--- config.mk ---
export PLATFORM = sky130hd
export DESIGN_NAME = frame_time_window_statistics
export DESIGN_NICKNAME = d
export VERILOG_FILES = /design/src/rtl/core/ftws_pkg.sv /design/src/rtl/core/ftws_cfg.sv /design/src/rtl/core/ftws_div.sv /design/src/rtl/core/ftws_acc.sv /design/src/rtl/core/frame_time_window_statistics.sv
export SDC_FILE = /design/constraint.sdc
export NUM_CORES = 2
export LEC_CHECK = 0
export BUFFER_PORTS_ARGS = -buffer_cell sky130_fd_sc_hd__buf_4
export CAP_MARGIN = 20
export CORE_UTILIZATION = 60
export DETAILED_ROUTE_END_ITERATION = 12
export GPL_TIMING_DRIVEN = 0
export PLACE_DENSITY = 0.8
export SLEW_MARGIN = 20
export SYNTH_ARGS = -nofsm -noshare
export SYNTH_HDL_FRONTEND = slang
export SYNTH_HIERARCHICAL = 1
export SYNTH_SLANG_ARGS = --single-unit
--- constraint.sdc ---
create_clock -name clk -period 33 [get_ports clk]
set_input_delay 4.95 -clock clk [delete_from_list [all_inputs] [get_ports clk]]
set_output_delay 4.95 -clock clk [all_outputs]
set_load 0.1 [all_outputs]
--- src/rtl/core/ftws_pkg.sv ---
package ftws_pkg;

  localparam int APB_AW = 3;
  localparam int APB_DW = 32;
  localparam int CFG_W  = 23;
  localparam int CNT_W  = 24;
  localparam int FSUM_W = 25;
  localparam int PROD_W = 52;
  localparam int DEN_W  = 25;
  localparam int WLEN_W = 24;
  localparam int FPS_W  = 28;
  localparam int MEAN_W = 23;
  localparam int OUT_W  = 192;
  localparam int USER_W = 2;

  localparam logic [CFG_W-1:0]  INTERVAL_RST  = 23'd500000;
  localparam logic [CFG_W-1:0]  THRESH_RST    = 23'd1000000;
  localparam logic [CFG_W-1:0]  MIN_INTERVAL  = 23'd1000;
  localparam logic [FSUM_W-1:0] PUBLISH_SLACK = 25'd100;
  localparam logic [FPS_W-1:0]  FPS_SCALE     = 28'd256000000;

  typedef enum logic [0:0] {
    REG_INTERVAL = 1'b0,
    REG_THRESH   = 1'b1
  } reg_idx_t;

  typedef enum logic [2:0] {
    ST_IDLE,
    ST_UPDATE,
    ST_CHECK,
    ST_MULT,
    ST_DIV_START,
    ST_DIV_WAIT,
    ST_PUBLISH
  } state_t;

  typedef enum logic [2:0] {
    OP_FPS,
    OP_FMEAN,
    OP_CPU,
    OP_GMAIN,
    OP_GSHADOW
  } div_op_t;

  typedef struct packed {
    logic [CFG_W-1:0] interval;
    logic [CFG_W-1:0] thresh;
  } cfg_t;

  typedef struct packed {
    logic load;
    logic update;
    logic clear;
  } acc_ctl_t;

  typedef struct packed {
    logic ignore;
    logic pause;
    logic publish;
  } acc_stat_t;

  typedef struct packed {
    logic busy;
    logic done;
  } div_stat_t;

endpackage

--- src/rtl/core/ftws_cfg.sv ---
module ftws_cfg (
  input  logic                        clk,
  input  logic                        rst,
  input  logic                        psel,
  input  logic                        penable,
  input  logic                        pwrite,
  input  logic [ftws_pkg::APB_AW-1:0] paddr,
  input  logic [ftws_pkg::APB_DW-1:0] pwdata,
  output logic [ftws_pkg::APB_DW-1:0] prdata,
  output logic                        pready,
  output ftws_pkg::cfg_t              cfg
);
  import ftws_pkg::*;

  logic [CFG_W-1:0] publish_interval;
  logic [CFG_W-1:0] pause_threshold;
  logic [CFG_W-1:0] interval_eff;
  reg_idx_t         reg_idx;

  assign reg_idx = reg_idx_t'(paddr[2]);
  assign pready  = 1'b1;

  always_ff @(posedge clk) begin
    if (rst) begin
      publish_interval <= INTERVAL_RST;
      pause_threshold  <= THRESH_RST;
    end else if (psel && penable && pwrite) begin
      unique case (reg_idx)
        REG_INTERVAL: publish_interval <= pwdata[CFG_W-1:0];
        REG_THRESH:   pause_threshold  <= pwdata[CFG_W-1:0];
        default: ;
      endcase
    end
  end

  always_comb begin
    unique case (reg_idx)
      REG_INTERVAL: prdata = APB_DW'(publish_interval);
      REG_THRESH:   prdata = APB_DW'(pause_threshold);
      default:      prdata = '0;
    endcase
  end

  assign interval_eff = (publish_interval < MIN_INTERVAL) ? MIN_INTERVAL : publish_interval;
  assign cfg.interval = interval_eff;
  assign cfg.thresh   = (pause_threshold < interval_eff) ? interval_eff : pause_threshold;

endmodule

--- src/rtl/core/ftws_div.sv ---
module ftws_div #(
  parameter int NUM_W = 52,
  parameter int DEN_W = 25
) (
  input  logic                  clk,
  input  logic                  rst,
  input  logic                  start,
  input  logic [NUM_W-1:0]      num,
  input  logic [DEN_W-1:0]      den,
  output logic [NUM_W-1:0]      quo,
  output ftws_pkg::div_stat_t   stat
);
  import ftws_pkg::*;

  localparam int STEP_W = $clog2(NUM_W + 1);

  logic [NUM_W-1:0]  work;
  logic [DEN_W-1:0]  rem;
  logic [DEN_W-1:0]  den_q;
  logic [STEP_W-1:0] step;
  logic              busy;
  logic              done;
  logic [DEN_W:0]    trial;
  logic [DEN_W:0]    diff;
  logic              ge;

  // one quotient bit per cycle, restoring
  assign trial = {rem, work[NUM_W-1]};
  assign diff  = trial - {1'b0, den_q};
  assign ge    = trial >= {1'b0, den_q};

  always_ff @(posedge clk) begin
    if (rst) begin
      busy <= 1'b0;
      done <= 1'b0;
      step <= '0;
    end else begin
      done <= 1'b0;
      if (start) begin
        busy <= 1'b1;
        step <= '0;
      end else if (busy) begin
        step <= step + 1'b1;
        if (step == STEP_W'(NUM_W - 1)) begin
          busy <= 1'b0;
          done <= 1'b1;
        end
      end
    end
  end

  always_ff @(posedge clk) begin
    if (start) begin
      work  <= num;
      den_q <= den;
      rem   <= '0;
    end else if (busy) begin
      work <= {work[NUM_W-2:0], ge};
      rem  <= ge ? diff[DEN_W-1:0] : trial[DEN_W-1:0];
    end
  end

  assign quo       = work;
  assign stat.busy = busy;
  assign stat.done = done;

endmodule

--- src/rtl/core/ftws_acc.sv ---
module ftws_acc #(
  parameter int TIME_BITS = 24,
  localparam int IN_W  = ((4 * TIME_BITS + 7) / 8) * 8,
  localparam int SUM_W = TIME_BITS + 24
) (
  input  logic                          clk,
  input  logic                          rst,
  input  ftws_pkg::acc_ctl_t            ctl,
  input  ftws_pkg::cfg_t                cfg,
  input  logic [IN_W-1:0]               tdata,
  input  logic [ftws_pkg::USER_W-1:0]   tuser,
  output ftws_pkg::acc_stat_t           stat,
  output logic [ftws_pkg::FSUM_W-1:0]   frame_sum,
  output logic [ftws_pkg::CFG_W-1:0]    frame_max,
  output logic [ftws_pkg::CNT_W-1:0]    frame_count,
  output logic [SUM_W-1:0]              cpu_sum,
  output logic [SUM_W-1:0]              gm_sum,
  output logic [ftws_pkg::CNT_W-1:0]    gm_count,
  output logic [SUM_W-1:0]              gs_sum,
  output logic [ftws_pkg::CNT_W-1:0]    gs_count
);
  import ftws_pkg::*;

  localparam int CW = (TIME_BITS > CFG_W) ? TIME_BITS : CFG_W;

  logic [TIME_BITS-1:0] ft;
  logic [TIME_BITS-1:0] ct;
  logic [TIME_BITS-1:0] gm;
  logic [TIME_BITS-1:0] gs;
  logic                 gm_present;
  logic                 gs_present;
  logic [CFG_W-1:0]     f;
  logic                 ct_pos;
  logic                 gm_take;
  logic                 gs_take;

  always_ff @(posedge clk) begin
    if (ctl.load) begin
      ft         <= tdata[TIME_BITS-1:0];
      ct         <= tdata[2*TIME_BITS-1:TIME_BITS];
      gm         <= tdata[3*TIME_BITS-1:2*TIME_BITS];
      gs         <= tdata[4*TIME_BITS-1:3*TIME_BITS];
      gm_present <= tuser[0];
      gs_present <= tuser[1];
    end
  end

  assign stat.ignore  = ft[TIME_BITS-1] || (ft == '0);
  assign stat.pause   = CW'(ft) >= CW'(cfg.thresh);
  assign stat.publish = ({1'b0, frame_sum} + {1'b0, PUBLISH_SLACK})
                        >= (FSUM_W + 1)'(cfg.interval);

  // below threshold, so the frame fits the register width
  assign f       = CFG_W'(ft);
  assign ct_pos  = !ct[TIME_BITS-1] && (ct != '0);
  assign gm_take = gm_present && !gm[TIME_BITS-1];
  assign gs_take = gs_present && !gs[TIME_BITS-1];

  always_ff @(posedge clk) begin
    if (rst || ctl.clear) begin
      frame_sum   <= '0;
      frame_max   <= '0;
      frame_count <= '0;
      cpu_sum     <= '0;
      gm_sum      <= '0;
      gm_count    <= '0;
      gs_sum      <= '0;
      gs_count    <= '0;
    end else if (ctl.update) begin
      frame_sum   <= frame_sum + FSUM_W'(f);
      frame_count <= frame_count + 1'b1;
      if (f > frame_max) begin
        frame_max <= f;
      end
      if (ct_pos) begin
        cpu_sum <= cpu_sum + SUM_W'(ct);
      end
      if (gm_take) begin
        gm_sum   <= gm_sum + SUM_W'(gm);
        gm_count <= gm_count + 1'b1;
      end
      if (gs_take) begin
        gs_sum   <= gs_sum + SUM_W'(gs);
        gs_count <= gs_count + 1'b1;
      end
    end
  end

endmodule

--- src/rtl/core/frame_time_window_statistics.sv ---
// channel   dir  handshake                 tdata (low bit up)                    tuser
// s_axis    in   s_tvalid/s_tready        frame_time, cpu_time, gpu_main_time,   main present,
//                                          gpu_shadow_time (TIME_BITS each)       shadow present
// m_axis    out  m_tvalid/m_tready        window_length, frame_total, fps,       main valid,
//                                          frame_mean, peak, cpu and gpu means,   shadow valid
// apb       in   psel/penable/pready      0x0 publish_interval, 0x4 pause_threshold
//
// After its transfer a frame passes UPDATE and CHECK before s_tready returns; an ignored or pause
// frame returns from UPDATE. A publishing frame goes on from CHECK to MULT and five bit-serial
// divisions in turn (NUM_W = max(52, TIME_BITS+24)); a gpu mean with no samples skips its division.
// rst is synchronous and clears the control state, configuration, accumulators and output valid.
// The result sits in an output register; s_tready returns while it waits, and the next
// publish waits for m_tready.
module frame_time_window_statistics #(
  parameter int TIME_BITS = 24,
  localparam int IN_W = ((4 * TIME_BITS + 7) / 8) * 8
) (
  input  logic                        clk,
  input  logic                        rst,
  input  logic                        s_tvalid,
  output logic                        s_tready,
  input  logic [IN_W-1:0]             s_tdata,  // frame_time, cpu_time, gpu_main_time, gpu_shadow_time
  input  logic [ftws_pkg::USER_W-1:0] s_tuser,  // gpu_main_present, gpu_shadow_present
  output logic                        m_tvalid,
  input  logic                        m_tready,
  // window_length, frame_total, frames_per_second, frame_mean, frame_peak, cpu_mean,
  // gpu_main_mean, gpu_shadow_mean, zero pad
  output logic [ftws_pkg::OUT_W-1:0]  m_tdata,
  output logic [ftws_pkg::USER_W-1:0] m_tuser,  // gpu_main_valid, gpu_shadow_valid
  input  logic                        psel,
  input  logic                        penable,
  input  logic                        pwrite,
  input  logic [ftws_pkg::APB_AW-1:0] paddr,
  input  logic [ftws_pkg::APB_DW-1:0] pwdata,
  output logic [ftws_pkg::APB_DW-1:0] prdata,
  output logic                        pready
);
  import ftws_pkg::*;

  localparam int SUM_W = TIME_BITS + 24;
  localparam int NUM_W = (SUM_W > PROD_W) ? SUM_W : PROD_W;

  cfg_t              cfg;
  acc_ctl_t          acc_ctl;
  acc_stat_t         acc_stat;
  div_stat_t         div_stat;
  state_t            state, state_next;
  div_op_t           op, op_next;

  logic [FSUM_W-1:0] frame_sum;
  logic [CFG_W-1:0]  frame_max;
  logic [CNT_W-1:0]  frame_count;
  logic [SUM_W-1:0]  cpu_sum;
  logic [SUM_W-1:0]  gm_sum;
  logic [CNT_W-1:0]  gm_count;
  logic [SUM_W-1:0]  gs_sum;
  logic [CNT_W-1:0]  gs_count;

  logic              div_start;
  logic [NUM_W-1:0]  div_num;
  logic [DEN_W-1:0]  div_den;
  logic [NUM_W-1:0]  div_quo;
  logic              op_skip;
  logic              op_store;
  logic              out_load;

  logic [PROD_W-1:0] prod;
  logic [FPS_W-1:0]  res_fps;
  logic [MEAN_W-1:0] res_fmean;
  logic [MEAN_W-1:0] res_cpu;
  logic [MEAN_W-1:0] res_gm;
  logic [MEAN_W-1:0] res_gs;

  logic [WLEN_W-1:0] out_wlen;
  logic [CNT_W-1:0]  out_count;
  logic [FPS_W-1:0]  out_fps;
  logic [MEAN_W-1:0] out_fmean;
  logic [CFG_W-1:0]  out_peak;
  logic [MEAN_W-1:0] out_cpu;
  logic [MEAN_W-1:0] out_gm;
  logic [MEAN_W-1:0] out_gs;
  logic              out_gm_valid;
  logic              out_gs_valid;
  logic              out_valid;

  ftws_cfg u_cfg (
    .clk     (clk),
    .rst     (rst),
    .psel    (psel),
    .penable (penable),
    .pwrite  (pwrite),
    .paddr   (paddr),
    .pwdata  (pwdata),
    .prdata  (prdata),
    .pready  (pready),
    .cfg     (cfg)
  );

  ftws_acc #(
    .TIME_BITS (TIME_BITS)
  ) u_acc (
    .clk         (clk),
    .rst         (rst),
    .ctl         (acc_ctl),
    .cfg         (cfg),
    .tdata       (s_tdata),
    .tuser       (s_tuser),
    .stat        (acc_stat),
    .frame_sum   (frame_sum),
    .frame_max   (frame_max),
    .frame_count (frame_count),
    .cpu_sum     (cpu_sum),
    .gm_sum      (gm_sum),
    .gm_count    (gm_count),
    .gs_sum      (gs_sum),
    .gs_count    (gs_count)
  );

  ftws_div #(
    .NUM_W (NUM_W),
    .DEN_W (DEN_W)
  ) u_div (
    .clk   (clk),
    .rst   (rst),
    .start (div_start),
    .num   (div_num),
    .den   (div_den),
    .quo   (div_quo),
    .stat  (div_stat)
  );

  always_comb begin
    unique case (op)
      OP_FPS: begin
        div_num = NUM_W'(prod);
        div_den = DEN_W'(frame_sum);
        op_skip = 1'b0;
      end
      OP_FMEAN: begin
        div_num = NUM_W'(frame_sum);
        div_den = DEN_W'(frame_count);
        op_skip = 1'b0;
      end
      OP_CPU: begin
        div_num = NUM_W'(cpu_sum);
        div_den = DEN_W'(frame_count);
        op_skip = 1'b0;
      end
      OP_GMAIN: begin
        div_num = NUM_W'(gm_sum);
        div_den = DEN_W'(gm_count);
        op_skip = (gm_count == '0);
      end
      OP_GSHADOW: begin
        div_num = NUM_W'(gs_sum);
        div_den = DEN_W'(gs_count);
        op_skip = (gs_count == '0);
      end
      default: begin
        div_num = '0;
        div_den = '0;
        op_skip = 1'b1;
      end
    endcase
  end

  always_ff @(posedge clk) begin
    if (rst) begin
      state <= ST_IDLE;
      op    <= OP_FPS;
    end else begin
      state <= state_next;
      op    <= op_next;
    end
  end

  always_comb begin
    state_next = state;
    op_next    = op;
    acc_ctl    = '0;
    div_start  = 1'b0;
    op_store   = 1'b0;
    out_load   = 1'b0;
    s_tready   = 1'b0;
    unique case (state)
      ST_IDLE: begin
        s_tready = 1'b1;
        if (s_tvalid) begin
          acc_ctl.load = 1'b1;
          state_next   = ST_UPDATE;
        end
      end
      ST_UPDATE: begin
        if (acc_stat.ignore) begin
          state_next = ST_IDLE;
        end else if (acc_stat.pause) begin
          acc_ctl.clear = 1'b1;
          state_next    = ST_IDLE;
        end else begin
          acc_ctl.update = 1'b1;
          state_next     = ST_CHECK;
        end
      end
      ST_CHECK: begin
        state_next = acc_stat.publish ? ST_MULT : ST_IDLE;
      end
      ST_MULT: begin
        op_next    = OP_FPS;
        state_next = ST_DIV_START;
      end
      ST_DIV_START: begin
        if (op_skip) begin
          op_store = 1'b1;
        end else begin
          div_start  = 1'b1;
          state_next = ST_DIV_WAIT;
        end
      end
      ST_DIV_WAIT: begin
        if (div_stat.done) begin
          op_store = 1'b1;
        end
      end
      ST_PUBLISH: begin
        if (!out_valid || m_tready) begin
          out_load      = 1'b1;
          acc_ctl.clear = 1'b1;
          state_next    = ST_IDLE;
        end
      end
      default: state_next = ST_IDLE;
    endcase

    if (op_store) begin
      unique case (op)
        OP_FPS:     op_next = OP_FMEAN;
        OP_FMEAN:   op_next = OP_CPU;
        OP_CPU:     op_next = OP_GMAIN;
        OP_GMAIN:   op_next = OP_GSHADOW;
        OP_GSHADOW: op_next = OP_FPS;
        default:    op_next = OP_FPS;
      endcase
      state_next = (op == OP_GSHADOW) ? ST_PUBLISH : ST_DIV_START;
    end
  end

  always_ff @(posedge clk) begin
    if (state == ST_MULT) begin
      prod <= PROD_W'(frame_count) * PROD_W'(FPS_SCALE);
    end
    if (op_store) begin
      case (op)
        OP_FPS:     res_fps   <= div_quo[FPS_W-1:0];
        OP_FMEAN:   res_fmean <= div_quo[MEAN_W-1:0];
        OP_CPU:     res_cpu   <= div_quo[MEAN_W-1:0];
        OP_GMAIN:   res_gm    <= op_skip ? '0 : div_quo[MEAN_W-1:0];
        OP_GSHADOW: res_gs    <= op_skip ? '0 : div_quo[MEAN_W-1:0];
        default: ;
      endcase
    end
    if (out_load) begin
      out_wlen     <= frame_sum[WLEN_W-1:0];
      out_count    <= frame_count;
      out_fps      <= res_fps;
      out_fmean    <= res_fmean;
      out_peak     <= frame_max;
      out_cpu      <= res_cpu;
      out_gm       <= res_gm;
      out_gs       <= res_gs;
      out_gm_valid <= (gm_count != '0);
      out_gs_valid <= (gs_count != '0);
    end
  end

  always_ff @(posedge clk) begin
    if (rst) begin
      out_valid <= 1'b0;
    end else if (out_load) begin
      out_valid <= 1'b1;
    end else if (m_tready) begin
      out_valid <= 1'b0;
    end
  end

  assign m_tvalid = out_valid;
  assign m_tdata  = {1'b0, out_gs, out_gm, out_cpu, out_peak, out_fmean, out_fps,
                     out_count, out_wlen};
  assign m_tuser  = {out_gs_valid, out_gm_valid};

endmodule
======== Yosys cells after proc, flatten, opt, wreduce, memory -nomap -nowiden ========
Index checks and enable logic that the tools add are counted.
word-level totals
  bits in registers ....................... 876
  logic and storage cells ................. 157
cells by class
  equal/unequal tests ..................... 15
  bitwise operators ....................... 2
  muxes and demuxes ....................... 43
  $lt $le $gt $ge ......................... 6
  add/sub/neg operators ................... 10
  reductions and logical operators ........ 39
  multipliers ............................. 1
operators by type and width
  operator                  number
  $pmux W52 S5              1
  $add A48 B24 Y48          3
  $mux W52                  2
  $pmux W25 S4              1
  $add A24 B1 Y24 const B   3
  $logic_not A24 Y1         3
  $reduce_bool A24 Y1       3
  $mux W23                  3
  $pmux W32 S2              1
  $mul A24 B14 Y38 const B  1
  $add A25 B7 Y26 const B   1
  $ge A26 B23 Y1            1
  $ge A26 B25 Y1            1
  $add A25 B23 Y25          1
  $mux W25                  1
  $sub A25 B25 Y25          1
  $ge A24 B23 Y1            1
  $gt A23 B23 Y1            1
  $lt A23 B10 Y1 const B    1
  $lt A23 B23 Y1            1
  $reduce_and A2 Y1         11
  $pmux W3 S7               1
  $mux W1                   18
  $mux W3                   6
  20 further kinds          49

======== Depth between registers and ports, before layout ========
  depth after elaboration ................. 9
  depth in mapped cells ................... 35
  gate-level depth less buffers ........... 32

======== Cells and area by module ========
The synthesis kept the hierarchy.
by module, submodules not included
  module                        instances  cells an instance  sequential area each (µm²)  area an instance (µm²)
  ftws_acc                      1          2,265              8,227.9                     20,170.6
  frame_time_window_statistics  1          1,407              10,680.2                    18,948.2
  ftws_div                      1          542                2,972.9                     5,920.7
  ftws_cfg                      1          386                920.9                       3,014.1

======== Least setup slack after synthesis ========
OpenSTA, ideal clock, no wires.
  path kind ............................... input to register
  start point ............................. input m_tready
  end point ............................... register u_acc.cpu_sum[36]
  setup time .............................. 0.128 ns
  required time ........................... 32.872 ns
  path buffers ............................ 3
  slack ................................... 18.624 ns
  arrival time ............................ 14.248 ns
  stages on the path ...................... 8
  cells stage by stage .................... nor2b_1 > nor2_1 > a21o_1 > or2_2 > clkbuf_1 > clkbuf_1 > clkbuf_1 > nor2_1
RTL lines
  item                  RTL line                            text
  from (decl)           frame_time_window_statistics.sv:25  input logic m_tready,
  to (signal assigned)  ftws_acc.sv:76                      cpu_sum <= cpu_sum + SUM_W'(ct);
  to (decl)             ftws_acc.sv:16                      output logic [SUM_W-1:0] cpu_sum,

======== Final worst setup path ========
  start point ............................. input paddr[2] (netlist bit)
  end point ............................... output prdata[8] (netlist bit)
on the way
  cells in the longest elaborated chain, start to end .. 2
RTL lines
  item              RTL line                            text
  from (decl)       frame_time_window_statistics.sv:33  input logic [ftws_pkg::APB_AW-1:0] paddr,
  $not A1 Y1        ftws_cfg.sv:37                      unique case (reg_idx)
  $pmux W32 S2 (*)  ftws_cfg.sv:37
  to (decl)         frame_time_window_statistics.sv:35  output logic [ftws_pkg::APB_DW-1:0] prdata,
Every way passes the cells marked *; elsewhere a longest branch is shown, timed or not. The select of a mux whose other input is x is not followed.

==> run metrics <==
FF-to-FF path depth=29; NetSw=619.9 uW; drt wl/cell=23.13 um; overall global routing resource usage=34.78%; vias per cell=6.170; # setup viols final=0; Mean Syn Cell Area=10.45 um^2; worst vdd ir=0.04204 mV; final RePlAce weighted congestion=1.026; CP startpoint kind=input port; cells after synthesis=4599; total negative slack=0 ps; sequential power share=47.9%; Die H=~280 um; dpl ws=around 22000 ps; Clock Skew=57.27 ps; Sw Share=between 20% and 30%; Final Max Slew Viols=0; Power Density=approximately 45 nW/um^2; Remaining DRCs=0; antenna violations before repair=7; WL final=143.5 mm; pin slew with the least headroom to its limit=1208 ps; hold depth=0; HPWL after DPL=106.9 mm; met3 wire length=12.70 mm; fin area=55630 um^2; Resize count post-CTS=0; area delta synth->final=15.78%; Hold WC Path Type=reg -> reg; hold buffers post-CTS=0; via count=approximately 38000; Post-DRT Antenna Nets=0; fillers=5773; CTS tree=done; CTS Root Cell=clkbuf_16; Critical Path Fanout Max=10; Die X=285.0 um; I/O pin count=369; Starting Density=60.72%; met2 WL post-DR=67.09 mm; crit share post-route=34.95%; clock network power share=43.1%; Slew HR=19.45%; Cell Area, Placed=52460 um^2; Synth warnings=6; hold_ws=411.1 ps; Synth Cell Area=48050 um^2; Hold Fails Final Rpt=0; largest net degree at the start of global routing=60; Worst EP required=28050 ps; H-Tree Level Count=3; Worst-path clk slew=about 60 ps; Util after Layout=between 70 and 80%; Crit Path Class=in -> out; clock tree buffer depth=3; post-CTS setup buffers=0; number of cell rows=roughly 100; Die Area=81210 um^2; status=complete, no violations; fin worst setup slack=21470 ps; CP arrival=6580 ps; max-cap viol count=0; crit path capture type=primary output; wl on met1=about 57 mm; Final min period=around 12000 ps; GRT overflow=0; first-pass GRT wire length=216.3 mm; Nets=5659; drt first pass iters=8; Combinational Power Share=9.0%; RSZ-0062 raised after global routing=no; Internal=1.868 mW; clk_lat worst skew=700 ps; TritonCTS Sinks=between 800 and 900; fmax=86.71 MHz; fraction of layout cells with a size suffix above 1=13.89%; 1st-iter DRT viols=roughly 4300; core area=just under 80000 um^2; vias in the first global route=36860; port bufs=around 350; P_leak=between 20 and 25 nW; highest metal used=met4; cts bufs inserted=91
-- worst max-delay path, cell delays in order --
cell	delay [ps]
buf_4	90
clkbuf_1	450
buf_1	420
mux2_2	430
buf_4	240
-- worst paths after layout --
kind / start / slack, ps / to
min: res_gs[21] / 410 / out_gs[21]
min reg2reg: res_gs[21] / 410 / out_gs[21]
max: paddr[2] / 21470 / prdata[8]
max reg2reg: u_cfg/publish_interval[22] / 24020 / u_acc/gs_sum[15]
-- stage by stage --
| step | cells | power (mW) |
|---|---|---|
| floorplan | 4607 | 1.357 |
| global placement | 6003 | 1.422 |
| detailed placement | 6031 | 1.427 |
| CTS | 6203 | 2.489 |
| global route | 6204 | 2.551 |
| finish | 6206 | 2.488 |
-- cell type report --
cell class,count,area [um^2],share of cell area [%]
clock buffers,119,2462,4.426
repair buffers,374,3005,5.402
inverters,305,1145,2.058
plain buffers,206,918.4,1.651
clock inverters,53,694.4,1.248
diodes,3,7.507,0.01349
multi-input cells,3220,23280,41.85
well taps,1050,1314,2.362
flip-flops and latches,876,22800,40.99
-- state kept, by name, summed over array words and instances (netlist names), 28 cells and up --
signal         count
out_fps           28
prod              38
res_fps           28
u_acc/gm_sum      48
u_acc/cpu_sum     48
u_div/quo         52
u_acc/gs_sum      48
-- per-layer routing --
metal  vias to the layer above  global-route usage [%]
met3                       386                   5.184
met5                         -                       0
met2                      1932                   56.51
li1                      17480                       -
met4                         0                   15.63
met1                     18490                   46.28
-- power by group through the flow --
stage / logic (mW) / registers [mW] / clock network, mW
finish: 0.225 / 1.19 / 1.07
floorplan: 0.155 / 1.20 / 0
global route: 0.241 / 1.19 / 1.12
CTS: 0.219 / 1.19 / 1.08
global placement: 0.209 / 1.21 / 0
detailed placement: 0.215 / 1.21 / 0
-- cells in the final DEF, fill, tap and decap left out, types with 49 or more instances in the layout --
master / n
a211oi_1: 62
a21o_1: 76
a21oi_1: 364
and2_1: 49
and3_1: 50
buf_4: 365
clkbuf_1: 167
clkbuf_16: 91
dfxtp_1: 350
edfxtp_1: 526
fa_1: 100
ha_1: 345
inv_1: 302
mux2_2: 67
mux2i_1: 93
nand2_1: 414
nand3_1: 118
nand4_1: 72
nor2_1: 342
nor3_1: 49
o21ai_0: 183
xnor2_1: 137
xor2_1: 107
Note: power is estimated with default switching activity, not from simulation.
